File: config.mk
export PLATFORM = sky130hd
export DESIGN_NAME = hierarchical_label_canonicalizer
export DESIGN_NICKNAME = d
export VERILOG_FILES = /design/src/sv/hlc_pkg.sv /design/src/sv/hierarchical_label_canonicalizer.sv /design/src/sv/hlc_front.sv /design/src/sv/hlc_queue.sv /design/src/sv/hlc_back.sv
export SDC_FILE = /design/constraint.sdc
export NUM_CORES = 1
export LEC_CHECK = 0
export BUFFER_PORTS_ARGS = -buffer_cell sky130_fd_sc_hd__buf_2
export CAP_MARGIN = 25
export CORE_MARGIN = 3
export CORE_UTILIZATION = 30
export CTS_CLUSTER_DIAMETER = 200
export DETAILED_ROUTE_END_ITERATION = 7
export GPL_ROUTABILITY_DRIVEN = 0
export PLACE_DENSITY = 0.49
export SLEW_MARGIN = 20
export SYNTH_ARGS = -nofsm -noshare
export SYNTH_HDL_FRONTEND = slang
export SYNTH_SLANG_ARGS = --single-unit
File: constraint.sdc
create_clock -name clk -period 4.6 [get_ports clk]
set_input_delay 0.92 -clock clk [delete_from_list [all_inputs] [get_ports clk]]
set_output_delay 0.92 -clock clk [all_outputs]
set_load 0.02 [all_outputs]
File: src/sv/hlc_pkg.sv
`timescale 1ns / 1ps
`default_nettype none
package hlc_pkg;

  localparam int unsigned QueueDepth = 4;
  localparam int unsigned QueueIdxW  = $clog2(QueueDepth);
  localparam int unsigned QueueCntW  = $clog2(QueueDepth + 1);

  localparam logic [7:0] CH_DOT        = 8'h2E;
  localparam logic [7:0] CH_SLASH      = 8'h2F;
  localparam logic [7:0] CH_COLON      = 8'h3A;
  localparam logic [7:0] CH_BACKSLASH  = 8'h5C;
  localparam logic [7:0] CH_DASH       = 8'h2D;
  localparam logic [7:0] CH_UNDERSCORE = 8'h5F;
  localparam logic [7:0] CH_SPACE      = 8'h20;
  localparam logic [7:0] CH_TAB        = 8'h09;
  localparam logic [7:0] CH_CR         = 8'h0D;
  localparam logic [7:0] CH_NUL        = 8'h00;
  localparam logic [7:0] CASE_BIT      = 8'h20;

  typedef enum logic [1:0] {
    ST_OK      = 2'd0,
    ST_BAD     = 2'd1,
    ST_NO_SEG  = 2'd2
  } status_t;

  typedef struct packed {
    logic [7:0] in_byte;
    logic       byte_present;
    logic       end_of_text;
  } in_item_t;

  typedef struct packed {
    logic [7:0] out_byte;
    logic       is_end;
    logic [1:0] status;
  } out_item_t;

  // one classified input item: up to a joiner, a character and a status
  typedef struct packed {
    logic       pre_valid;
    logic [7:0] pre_byte;
    logic       chr_valid;
    logic [7:0] chr_byte;
    logic       end_valid;
    status_t    status;
  } cmd_t;

  typedef struct packed {
    logic full;
    logic empty;
  } queue_stat_t;

endpackage
`default_nettype wire

File: src/sv/hierarchical_label_canonicalizer.sv
`timescale 1ns / 1ps
`default_nettype none
// channel   ports                        transfer when
// input     in_push, in_full, in_item    in_push && !in_full
// result    out_pop, out_empty, out_item out_pop && !out_empty
//
// a byte is taken every cycle while the command queue has room; the result
// register hands out one result a cycle while results are popped, so an item yields
// up to three results at the back end and the four-entry command queue absorbs the bursts
// reset is synchronous on rst_n, with no clearing pass
// the two sides stall independently: in_full tracks the queue, out_empty the
// result register
module hierarchical_label_canonicalizer
  import hlc_pkg::*;
(
  input  wire logic      clk,
  input  wire logic      rst_n,
  input  wire logic      in_push,
  output logic           in_full,
  input  wire in_item_t  in_item,
  input  wire logic      out_pop,
  output logic           out_empty,
  output out_item_t      out_item
);

  cmd_t        cmd, head;
  logic        cmd_push, q_pop;
  queue_stat_t q_stat;

  hlc_front u_front (
    .clk      (clk),
    .rst_n    (rst_n),
    .in_push  (in_push),
    .in_item  (in_item),
    .q_stat   (q_stat),
    .cmd_push (cmd_push),
    .cmd      (cmd)
  );

  hlc_queue u_queue (
    .clk      (clk),
    .rst_n    (rst_n),
    .push     (cmd_push),
    .push_cmd (cmd),
    .pop      (q_pop),
    .head     (head),
    .stat     (q_stat)
  );

  hlc_back u_back (
    .clk       (clk),
    .rst_n     (rst_n),
    .head      (head),
    .q_stat    (q_stat),
    .q_pop     (q_pop),
    .out_pop   (out_pop),
    .out_empty (out_empty),
    .out_item  (out_item)
  );

  assign in_full = q_stat.full;

`ifndef SYNTHESIS
  a_end_status : assert property (@(posedge clk) disable iff (!rst_n)
    (!out_empty && out_item.is_end) |-> (out_item.status != 2'd3 && out_item.out_byte == CH_NUL))
    else $error("bad status item");
  a_byte_item : assert property (@(posedge clk) disable iff (!rst_n)
    (!out_empty && !out_item.is_end) |-> (out_item.status == ST_OK && out_item.out_byte != CH_NUL))
    else $error("bad byte item");
  a_pop_feed : assert property (@(posedge clk) disable iff (!rst_n)
    q_pop |-> !q_stat.empty)
    else $error("queue popped while empty");
`endif

endmodule
`default_nettype wire

File: src/sv/hlc_front.sv
`timescale 1ns / 1ps
`default_nettype none
module hlc_front
  import hlc_pkg::*;
(
  input  wire logic        clk,
  input  wire logic        rst_n,
  input  wire logic        in_push,
  input  wire in_item_t    in_item,
  input  wire queue_stat_t q_stat,
  output logic             cmd_push,
  output cmd_t             cmd
);

  logic open_r, pend_r, seen_r, bad_r;
  logic open_nxt, pend_nxt, seen_nxt, bad_nxt;
  logic accept, act;
  logic is_sep, is_gap, is_alnum, is_upper;
  logic [7:0] c;

  assign c      = in_item.in_byte;
  assign accept = in_push && !q_stat.full;
  assign act    = in_item.byte_present && !bad_r;

  assign is_sep   = (c == CH_DOT) || (c == CH_SLASH) || (c == CH_COLON) ||
                    (c == CH_BACKSLASH);
  assign is_gap   = (c == CH_SPACE) || ((c >= CH_TAB) && (c <= CH_CR)) ||
                    (c == CH_DASH) || (c == CH_UNDERSCORE);
  assign is_upper = (c >= 8'h41) && (c <= 8'h5A);
  assign is_alnum = ((c >= 8'h30) && (c <= 8'h39)) || is_upper ||
                    ((c >= 8'h61) && (c <= 8'h7A));

  always_comb begin
    open_nxt = open_r;
    pend_nxt = pend_r;
    seen_nxt = seen_r;
    bad_nxt  = bad_r;
    cmd           = '0;
    cmd.pre_byte  = CH_DOT;
    cmd.chr_byte  = is_upper ? (c | CASE_BIT) : c;
    cmd.status    = ST_OK;
    if (act) begin
      if (is_sep) begin
        open_nxt = 1'b0;
        pend_nxt = 1'b0;
      end else if (is_gap) begin
        if (open_r) begin
          pend_nxt = 1'b1;
        end
      end else if (is_alnum) begin
        if (!open_r) begin
          cmd.pre_valid = seen_r;
          cmd.pre_byte  = CH_DOT;
          open_nxt      = 1'b1;
          seen_nxt      = 1'b1;
        end else begin
          cmd.pre_valid = pend_r;
          cmd.pre_byte  = CH_UNDERSCORE;
        end
        pend_nxt      = 1'b0;
        cmd.chr_valid = 1'b1;
      end else begin
        bad_nxt = 1'b1;
      end
    end
    if (in_item.end_of_text) begin
      cmd.end_valid = 1'b1;
      cmd.status    = bad_nxt ? ST_BAD : (seen_nxt ? ST_OK : ST_NO_SEG);
      open_nxt = 1'b0;
      pend_nxt = 1'b0;
      seen_nxt = 1'b0;
      bad_nxt  = 1'b0;
    end
  end

  assign cmd_push = accept && (cmd.pre_valid || cmd.chr_valid || cmd.end_valid);

  always_ff @(posedge clk) begin
    if (!rst_n) begin
      open_r <= 1'b0;
      pend_r <= 1'b0;
      seen_r <= 1'b0;
      bad_r  <= 1'b0;
    end else if (accept) begin
      open_r <= open_nxt;
      pend_r <= pend_nxt;
      seen_r <= seen_nxt;
      bad_r  <= bad_nxt;
    end
  end

endmodule
`default_nettype wire

File: src/sv/hlc_queue.sv
`timescale 1ns / 1ps
`default_nettype none
module hlc_queue
  import hlc_pkg::*;
(
  input  wire logic  clk,
  input  wire logic  rst_n,
  input  wire logic  push,
  input  wire cmd_t  push_cmd,
  input  wire logic  pop,
  output cmd_t       head,
  output queue_stat_t stat
);

  cmd_t                 slot_r [QueueDepth];
  logic [QueueIdxW-1:0] wr_r, wr_nxt, rd_r, rd_nxt;
  logic [QueueCntW-1:0] cnt_r, cnt_nxt;
  logic                 do_push, do_pop;

  assign stat.full  = (cnt_r == QueueCntW'(QueueDepth));
  assign stat.empty = (cnt_r == '0);
  assign do_push    = push && !stat.full;
  assign do_pop     = pop && !stat.empty;
  assign head       = slot_r[rd_r];

  always_comb begin
    wr_nxt  = do_push ? wr_r + 1'b1 : wr_r;
    rd_nxt  = do_pop ? rd_r + 1'b1 : rd_r;
    cnt_nxt = cnt_r + QueueCntW'(do_push) - QueueCntW'(do_pop);
  end

  always_ff @(posedge clk) begin
    if (!rst_n) begin
      wr_r  <= '0;
      rd_r  <= '0;
      cnt_r <= '0;
    end else begin
      wr_r  <= wr_nxt;
      rd_r  <= rd_nxt;
      cnt_r <= cnt_nxt;
    end
  end

  always_ff @(posedge clk) begin
    if (do_push) begin
      slot_r[wr_r] <= push_cmd;
    end
  end

endmodule
`default_nettype wire

File: src/sv/hlc_back.sv
`timescale 1ns / 1ps
`default_nettype none
module hlc_back
  import hlc_pkg::*;
(
  input  wire logic        clk,
  input  wire logic        rst_n,
  input  wire cmd_t        head,
  input  wire queue_stat_t q_stat,
  output logic             q_pop,
  input  wire logic        out_pop,
  output logic             out_empty,
  output out_item_t        out_item
);

  cmd_t      cur_r, cur_nxt;
  logic      ovalid_r, ovalid_nxt;
  out_item_t oitem_r, oitem_nxt;
  logic      slot_free;
  cmd_t      rem;

  assign slot_free = !ovalid_r || out_pop;

  always_comb begin
    rem        = cur_r;
    ovalid_nxt = ovalid_r && !out_pop;
    oitem_nxt  = oitem_r;
    q_pop      = 1'b0;
    if (slot_free && (cur_r.pre_valid || cur_r.chr_valid || cur_r.end_valid)) begin
      ovalid_nxt = 1'b1;
      if (cur_r.pre_valid) begin
        oitem_nxt     = '{out_byte: cur_r.pre_byte, is_end: 1'b0, status: ST_OK};
        rem.pre_valid = 1'b0;
      end else if (cur_r.chr_valid) begin
        oitem_nxt     = '{out_byte: cur_r.chr_byte, is_end: 1'b0, status: ST_OK};
        rem.chr_valid = 1'b0;
      end else begin
        oitem_nxt     = '{out_byte: CH_NUL, is_end: 1'b1, status: cur_r.status};
        rem.end_valid = 1'b0;
      end
    end
    cur_nxt = rem;
    if (!(rem.pre_valid || rem.chr_valid || rem.end_valid) && !q_stat.empty) begin
      cur_nxt = head;
      q_pop   = 1'b1;
    end
  end

  always_ff @(posedge clk) begin
    if (!rst_n) begin
      ovalid_r <= 1'b0;
      cur_r    <= '0;
    end else begin
      ovalid_r <= ovalid_nxt;
      cur_r    <= cur_nxt;
    end
  end

  always_ff @(posedge clk) begin
    oitem_r <= oitem_nxt;
  end

  assign out_empty = !ovalid_r;
  assign out_item  = oitem_r;

endmodule
`default_nettype wire

==> results.tsv, run 1 <==
metric	value	unit
status	complete, no violations	
skew final	0.00774	ns
P_int	1.93	mW
Starting Density	30.8	%
Layout Cells excl Fill	516	
post-placement cell area	4610	um2
# H-tree levels	3	
final core occ	35.3	%
share of layout cells above drive strength 1	19.9	%
via count	2458	
WL per Instance	15.3	um
total DRC errors in the routed layout	0	
CTS sink count	101	
Post-synth EDFFs	71	
Yosys warning count	0	
ys async rst share	0	%
DPL Wire Length	5320	um
arrival time at the worst endpoint	4.36	ns
simple-gate share of the synthesized area	11.2	%
main combinational cell family by area after synthesis	simple AND/OR/NAND/NOR gates	
Startpoint Class	input port	
Skew-Pair Late Insertion Delay	0.34	ns
filler instances	1362	
combinational power share	26.2	%
crit path kind	in -> reg	
leakage	1.71	nW
clock root buffer	clkbuf_16	
area fraction of the dominant cell type after synthesis	49.7	%
power share of the clock group	26.6	%
Ports	27	
Crit Path Max Fanout	16	
CTS tree	yes	
period utilisation layout	89.7	%
initial antenna violation count	0	
Die Wd	126	um
Synth Area in Compound Gates	10.5	%
synth top area cells	edfxtp_1, dfxtp_1, mux4_2, nand2_1, and2_1	
area of the multi-input gates	1460	um2
first-pass GRT wire length	13400	um
antenna viol nets, final	0	
Crit path largest cell delay	0.75	ns
Placeable Area	13900	um2
row count	43	
setup TNS	0	ns
drt via density	4.76	
FF+latch count, synth	101	
Hold Buf Count CTS	0	
largest net degree at the start of global routing	32	
drt pass-1 iters	4	
Max Buffers Root-to-Sink	2	
Tmin final	4.13	ns
CP max-delay cell	o21ai_1	
pwr dens	574	nW/um2
min-delay worst type	reg -> reg	
# port buffers	26	
# Post-CTS Setup Buffers	0	
commonest cells after routing, fill and taps aside	edfxtp_1, nand2_1, dfxtp_1	
worst vdd ir	209	uV
Syn-to-layout area delta	14.5	%
CP Capture Type	flop	
post-synthesis xor/xnor area fraction	1.02	%
Worst-path clk slew	0.07	ns
post-route cell area	4910	um2
Mapped Cells	305	
Slew Viols, Final	0	
Total GRT Usage	10.8	%
unrepaired setup endpoints after global routing	no	
Final Setup Violations	0	
Synth area leader	edfxtp_1	
placed insts	500	
NetSw	892	uW
CTS Buf Count	9	
chip height	126	um
Fmax	242	MHz
fraction of power spent switching nets	31.6	%
post-synthesis adder-cell area fraction	2.45	%
GRT overflow	0	
Max Cap Viol	0	
full die area	15800	um2
final wirelength	7910	um
vias in the first global route	2526	
Mapped Avg Cell Area	14.1	um2
synthesized cell area	4290	um2
post-synthesis mux area share	8.80	%
part of the Yosys area used for sequential elements	63.7	%
sequential power share	47.2	%
CP required	4.83	ns
nets@finish	352	
Antenna diodes	0	
CTS resizes	0	
Slew Limit Headroom	36.9	%
DR iter-0 viols	200	
Storage cell area	2730	um2
dominant synthesized flop cell	edfxtp_1	
post-synthesis cell type count	55	
cell chain of the critical path	buf_2, nor2b_1, maj3_1, nor2_1, o21ai_1, inv_1, ha_1, inv_1, ha_1, fa_1, xnor2_1, xnor2_1, and2_1	
commonest non-fill, non-tap cell in the layout	edfxtp_1	
Post-Syn Nets	326	
hold violation total from the final report	0	
Worst Max-Slew Pin Slew	0.939	ns
## registers in the layout (all words and copies together) (netlist names), named ones only
signal / cells
u_back.ovalid_r: 1
u_queue.rd_r: 2
u_front.pend_r: 1
u_queue.slot_r: 60
u_front.open_r: 1
u_queue.wr_r: 2
u_back.cur_r: 16
u_queue.cnt_r: 3
u_front.bad_r: 1
u_front.seen_r: 1
u_back.out_item: 11
## kinds of logic (layout without fill, tap and decap cells)
logic type      count (synthesis)  in the layout
flops                         101            101
simple gates                   92             92
compound gates                 55             55
buf+inv                        25             56
mux                            19             19
fa+ha+maj                       8              8
xor+xnor                        5              5
## worst paths after layout
| kind | depth (start not counted) | startpoint | endpoint | slack [ns] |
|---|---|---|---|---|
| max | 13 | out_pop | u_queue.cnt_r[2] | 0.47 |
| min | 2 | u_back.cur_r[0] | u_back.cur_r[0] | 0.46 |
| max reg2reg | 11 | u_back.cur_r[20] | u_queue.cnt_r[2] | 0.80 |
| min reg2reg | 2 | u_back.cur_r[0] | u_back.cur_r[0] | 0.46 |
## final cells by class
type / instances / share of cell area, %
multi-input combinational: 179 / 29.7
sequential: 101 / 55.6
timing repair buffer: 29 / 3.11
clock inverter: 5 / 0.764
inverter: 11 / 0.840
clock buffer: 11 / 5.37
tap: 180 / 4.58
## cell usage after synthesis (all sizes together) (2+ instances only)
master and count:
a21boi 15, a21oi 2, a22o 6, a31oi 2
a32o 2, and2 19, and3 2, buf 5
clkbuf 9, dfxtp 30, edfxtp 71, ha 6
inv 11, mux2i 4, mux4 15, nand2 39
nand2b 2, nor2 8, nor2b 7, nor3 3
nor4b 2, o21a 2, o21ai 7, o21bai 2
o22ai 3, o31ai 2, xnor2 5
## critical path, delay by kind of cell
kind	cells	cell delay [ns]
AOI/OAI and AO/OA	1	0.75
xor gates and xnor gates	2	0.27
adders and majority gates	4	1.25
buffers and inverters	3	0.61
and+or+nand+nor	3	0.55
## metrics by stage
| step | setup WS, ns | power (mW) | hold WS, ns |
|---|---|---|---|
| 2_1_floorplan | 1.10 | 1.88 | 0.439 |
| 6_report | 0.473 | 2.82 | 0.461 |
| 5_1_grt | 0.111 | 3.02 | 0.494 |
| 3_3_place_gp | 0.125 | 2.10 | 0.457 |
| 4_1_cts | 0.401 | 2.87 | 0.468 |
| 3_5_place_dp | 0.0628 | 2.11 | 0.457 |
## power by group through the flow
stage	logic (mW)	clock network [mW]	registers (mW)
detailed placement	0.751	0	1.36
global route	0.836	0.816	1.36
CTS	0.755	0.774	1.34
floorplan	0.554	0	1.33
global placement	0.743	0	1.35
finish	0.739	0.749	1.33
## per-layer routing
layer  global-route usage, %  wire length, um  up-vias
met5                       0                0        -
li1                        -                -     1191
met2                    16.7             3640       40
met3                    3.48              334        7
met1                    14.6             3830     1220
met4                    3.06              101        0
(Power assumes the default switching activity.)
==> run 2: changes to the inputs <==
Settings changed: CORE_UTILIZATION 30 to 25, PLACE_DENSITY 0.49 to 0.44.
==> results.tsv, run 2 (synthesized netlist as in run 1, its figures left out) <==
metric	value	unit	change
commonest cells after routing, fill and taps aside	edfxtp_1, nand2_1, dfxtp_1		unchanged
filler instances	1724		was 1362
setup slack, reg-to-reg	0.79	ns	was 0.80 ns
Antenna diodes	0		unchanged
final worst slack	0.482	ns	was 0.473 ns
final wirelength	8390	um	was 7910 um
Final Setup Violations	0		unchanged
worst reg-to-reg path cell count	11		unchanged
commonest non-fill, non-tap cell in the layout	edfxtp_1		unchanged
DPL Wire Length	5620	um	was 5320 um
Fmax	243	MHz	was 242 MHz
largest net degree at the start of global routing	32		unchanged
placed insts	542		was 500
Slew Viols, Final	0		unchanged
Syn-to-layout area delta	16.0	%	was 14.5%
WL per Instance	15.0	um	was 15.3 um
# Post-CTS Setup Buffers	0		unchanged
leakage	1.72	nW	was 1.71 nW
Skew-Pair Late Insertion Delay	0.34	ns	about the same
drt pass-1 iters	6		was 4
first-pass GRT wire length	13800	um	was 13400 um
GRT overflow	0		unchanged
min-delay worst type	reg -> reg		unchanged
Slew Limit Headroom	37.8	%	was 36.9%
worst vdd ir	228	uV	was 209 uV
final core occ	29.8	%	was 35.3%
CP Capture Type	flop		unchanged
reg2reg start	u_back.cur_r[20]		unchanged
Crit path largest cell delay	0.74	ns	was 0.75 ns
DR iter-0 viols	149		was 200
Max Buffers Root-to-Sink	2		unchanged
Placeable Area	16700	um2	was 13900 um2
Total GRT Usage	9.77	%	was 10.8%
period utilisation layout	89.5	%	was 89.7%
hold violation total from the final report	0		unchanged
Die Wd	137	um	was 126 um
CP max-delay cell	o21ai_1		unchanged
unrepaired setup endpoints after global routing	no		unchanged
drt via density	4.35		was 4.76
clock root buffer	clkbuf_16		unchanged
full die area	18800	um2	was 15800 um2
via count	2430		was 2458
Layout Cells excl Fill	558		was 516
status	complete, no violations		unchanged
post-placement cell area	4680	um2	was 4610 um2
CTS resizes	0		unchanged
initial antenna violation count	0		unchanged
Hold Buf Count CTS	0		unchanged
# port buffers	26		unchanged
Worst-path clk slew	0.07	ns	about the same
# H-tree levels	3		unchanged
Startpoint Class	input port		unchanged
crit path kind	in -> reg		unchanged
NetSw	881	uW	was 892 uW
vias in the first global route	2567		was 2526
Ports	27		unchanged
Max Cap Viol	0		unchanged
fraction of power spent switching nets	31.3	%	was 31.6%
CTS Buf Count	9		unchanged
Most flops, register	u_queue.slot_r		unchanged
CTS sink count	101		unchanged
Tmin final	4.12	ns	was 4.13 ns
power share of the clock group	26.7	%	was 26.6%
post-route cell area	4980	um2	was 4910 um2
Worst Setup SP	out_pop		unchanged
Crit Path Max Fanout	16		unchanged
max reg flops	60		unchanged
CTS tree	yes		unchanged
chip height	137	um	was 126 um
total DRC errors in the routed layout	0		unchanged
P_int	1.94	mW	was 1.93 mW
Worst Max-Slew Pin Slew	0.926	ns	was 0.939 ns
nets@finish	354		was 352
setup TNS	0	ns	unchanged
arrival time at the worst endpoint	4.36	ns	about the same
pwr dens	566	nW/um2	was 574 nW/um2
skew final	0.00771	ns	was 0.00774 ns
capturing point of the worst reg2reg path	u_queue.cnt_r[2]		unchanged
share of layout cells above drive strength 1	20.1	%	was 19.9%
row count	47		was 43
antenna viol nets, final	0		unchanged
CP required	4.84	ns	was 4.83 ns
combinational power share	26.1	%	was 26.2%
cell chain of the critical path	buf_2, nor2b_1, maj3_1, nor2_1, o21ai_1, inv_1, ha_1, inv_1, ha_1, fa_1, xnor2_1, xnor2_1, and2_1		unchanged
DP Worst Slack	0.0141	ns	was 0.0628 ns
Starting Density	25.7	%	was 30.8%
sequential power share	47.3	%	was 47.2%
CP Capture Point	u_queue.cnt_r[2]		unchanged
run 2: cell count changes in the layout (fill, tap and decap cells not counted), sizes merged:
cell,delta
clkbuf,+2
clkinv,-1
inv,-1
buf,+2
run 2: through the flow:
| stage | hold WS [ns] | total power, mW |
|---|---|---|
| 2_1_floorplan | 0.439 | 1.88 |
| 3_3_place_gp | 0.458 | 2.10 |
| 3_5_place_dp | 0.458 | 2.11 |
| 4_1_cts | 0.468 | 2.87 |
| 5_1_grt | 0.492 | 3.01 |
| 6_report | 0.465 | 2.82 |
run 2: layer usage:
metal	up-vias	track usage (%)	routed length, um
met5	-	0	0
met4	0	3.16	119
met3	11	2.68	333
met2	49	16.0	3950
met1	1176	12.6	3990
li1	1194	-	-
run 2: cell type report:
type                       count  area, um2  share of cell area (%)
timing repair buffer          31        168                    3.37
clock inverter                 3       21.3                   0.427
inverter                      11       41.3                   0.829
clock buffer                  13        282                    5.65
tap                          220        275                    5.53
multi-input combinational    179       1460                    29.3
sequential                   101       2730                    54.9
run 2: worst max-delay path, delay by kind of cell:
family	cells	cell delay [ns]
AOI/OAI and AO/OA	1	0.74
xor gates and xnor gates	2	0.27
adders and majority gates	4	1.24
buffers and inverters	3	0.64
and+or+nand+nor	3	0.54
run 2: worst min-delay path by stage:
| stage | start | to | slack [ns] | cells past startpoint |
|---|---|---|---|---|
| after floorplan | u_back.cur_r[0] | u_back.cur_r[0] | 0.44 | 2 |
| after global placement | u_back.cur_r[17] | u_back.cur_r[17] | 0.46 | 2 |
| after detailed placement | u_back.cur_r[9] | u_back.cur_r[9] | 0.46 | 2 |
| after CTS | u_back.cur_r[9] | u_back.cur_r[9] | 0.47 | 2 |
| after global routing | u_back.cur_r[3] | u_back.cur_r[3] | 0.49 | 2 |
| final | u_back.cur_r[9] | u_back.cur_r[9] | 0.47 | 2 |
run 2: power by group through the flow:
stage / clock network [mW] / registers (mW) / logic (mW)
2_1_floorplan: 0 / 1.33 / 0.554
3_3_place_gp: 0 / 1.36 / 0.749
3_5_place_dp: 0 / 1.36 / 0.752
4_1_cts: 0.770 / 1.34 / 0.756
5_1_grt: 0.807 / 1.37 / 0.836
6_report: 0.752 / 1.33 / 0.734
==> run 3: changes to the inputs <==
Settings changed: CELL_PAD_IN_SITES_DETAIL_PLACEMENT from default to 0, CELL_PAD_IN_SITES_GLOBAL_PLACEMENT from default to 2, CORE_UTILIZATION 25 to 30, HOLD_SLACK_MARGIN from default to 0.06, PLACE_DENSITY 0.44 to 0.62.
==> results.tsv, run 3 (synthesized netlist as in run 1, its figures left out) <==
metric	value	unit	change
vias in the first global route	2414		was 2567
final wirelength	8010	um	was 8390 um
Skew-Pair Late Insertion Delay	0.34	ns	about the same
max reg flops	60		unchanged
Placeable Area	13900	um2	was 16700 um2
worst vdd ir	181	uV	was 228 uV
Worst Max-Slew Pin Slew	0.807	ns	was 0.926 ns
Slew Viols, Final	0		unchanged
hold violation total from the final report	0		unchanged
total DRC errors in the routed layout	0		unchanged
Antenna diodes	0		unchanged
CP required	4.57	ns	was 4.84 ns
CTS Buf Count	9		unchanged
first-pass GRT wire length	13000	um	was 13800 um
Worst-path clk slew	0.06	ns	was 0.07 ns
combinational power share	27.2	%	was 26.1%
unrepaired setup endpoints after global routing	no		unchanged
full die area	15800	um2	was 18800 um2
leakage	1.71	nW	was 1.72 nW
DR iter-0 viols	150		was 149
CTS sink count	101		unchanged
antenna viol nets, final	0		unchanged
final core occ	35.3	%	was 29.8%
Max Cap Viol	0		unchanged
row count	43		was 47
drt pass-1 iters	6		unchanged
WL per Instance	15.5	um	was 15.0 um
NetSw	875	uW	was 881 uW
clock root buffer	clkbuf_16		unchanged
DPL Wire Length	5410	um	was 5620 um
commonest cells after routing, fill and taps aside	edfxtp_1, nand2_1, dfxtp_1		unchanged
skew final	0.00671	ns	was 0.00771 ns
P_int	1.94	mW	about the same
Max Buffers Root-to-Sink	2		unchanged
Starting Density	30.8	%	was 25.7%
post-placement cell area	4630	um2	was 4680 um2
Startpoint Class	input port		unchanged
Crit Path Max Fanout	15		was 16
chip height	126	um	was 137 um
DP Worst Slack	0.856	ns	was 0.0141 ns
initial antenna violation count	0		unchanged
Most flops, register	u_queue.slot_r		unchanged
crit path kind	in -> reg		unchanged
final worst slack	1.26	ns	was 0.482 ns
drt via density	4.66		was 4.35
WHS	0.462	ns	was 0.465 ns
min-delay worst type	reg -> reg		unchanged
power share of the clock group	26.0	%	was 26.7%
Ports	27		unchanged
period utilisation layout	72.6	%	was 89.5%
# port buffers	26		unchanged
Slew Limit Headroom	45.8	%	was 37.8%
status	complete, no violations		unchanged
Final Setup Violations	0		unchanged
commonest non-fill, non-tap cell in the layout	edfxtp_1		unchanged
nets@finish	354		unchanged
fraction of power spent switching nets	31.1	%	was 31.3%
CTS tree	yes		unchanged
pwr dens	573	nW/um2	was 566 nW/um2
share of layout cells above drive strength 1	19.5	%	was 20.1%
Fmax	300	MHz	was 243 MHz
arrival time at the worst endpoint	3.31	ns	was 4.36 ns
filler instances	1366		was 1724
GRT overflow	0		unchanged
CP Capture Type	flop		unchanged
# Post-CTS Setup Buffers	0		unchanged
setup TNS	0	ns	unchanged
Hold Buf Count CTS	0		unchanged
Syn-to-layout area delta	14.6	%	was 16.0%
CTS resizes	0		unchanged
via count	2415		was 2430
Die Wd	126	um	was 137 um
Tmin final	3.34	ns	was 4.12 ns
sequential power share	46.8	%	was 47.3%
# H-tree levels	3		unchanged
Total GRT Usage	10.8	%	was 9.77%
largest net degree at the start of global routing	32		unchanged
post-route cell area	4920	um2	was 4980 um2
run 3: cell count changes in the layout (fill, tap and decap cells not counted), sizes merged:
| cell | change |
|---|---|
| clkbuf | -2 |
| inv | -3 |
| bufinv | +1 |
| clkinvlp | +1 |
| clkinv | +3 |
run 3: worst paths after layout:
check	slack (ns)	cells after the start	endpoint	from
max	1.26	7	u_queue.slot_r[2][20]	in_item[2]
min	0.46	2	u_back.cur_r[10]	u_back.cur_r[10]
max reg2reg	1.49	12	u_queue.cnt_r[2]	u_back.cur_r[20]
min reg2reg	0.46	2	u_back.cur_r[10]	u_back.cur_r[10]
run 3: critical path, cell delays in order:
cell and delay (ns):
buf_2 0.19, a21oi_1 0.21, o22ai_2 0.09, or4b_4 0.50, o311a_4 0.16, o41ai_4 0.50, and2_1 0.72
run 3: metrics by stage:
stage	total power [mW]	cells
finish	2.82	518
global route	3.01	518
CTS	2.87	518
detailed placement	2.13	502
global placement	2.11	501
floorplan	1.88	305
run 3: layout make-up:
class	count	area, um2	share of cell area (%)
multi-input cells	179	1460	29.7
clock inverters	5	52.6	1.07
flip-flops and latches	101	2730	55.6
repair buffers	31	175	3.56
clock buffers	11	233	4.73
well taps	180	225	4.58
inverters	11	41.3	0.839
run 3: power by group through the flow:
stage / clock, mW / sequential, mW / combinational [mW]
6_report: 0.732 / 1.32 / 0.766
5_1_grt: 0.795 / 1.35 / 0.869
4_1_cts: 0.754 / 1.33 / 0.788
3_5_place_dp: 0 / 1.34 / 0.785
3_3_place_gp: 0 / 1.35 / 0.759
2_1_floorplan: 0 / 1.33 / 0.554
run 3: layer usage:
metal	wire, um	global-route usage (%)	vias up
li1	-	-	1201
met1	3760	13.9	1164
met2	3790	16.8	41
met3	321	3.22	9
met4	137	4.72	0
met5	0	0	-
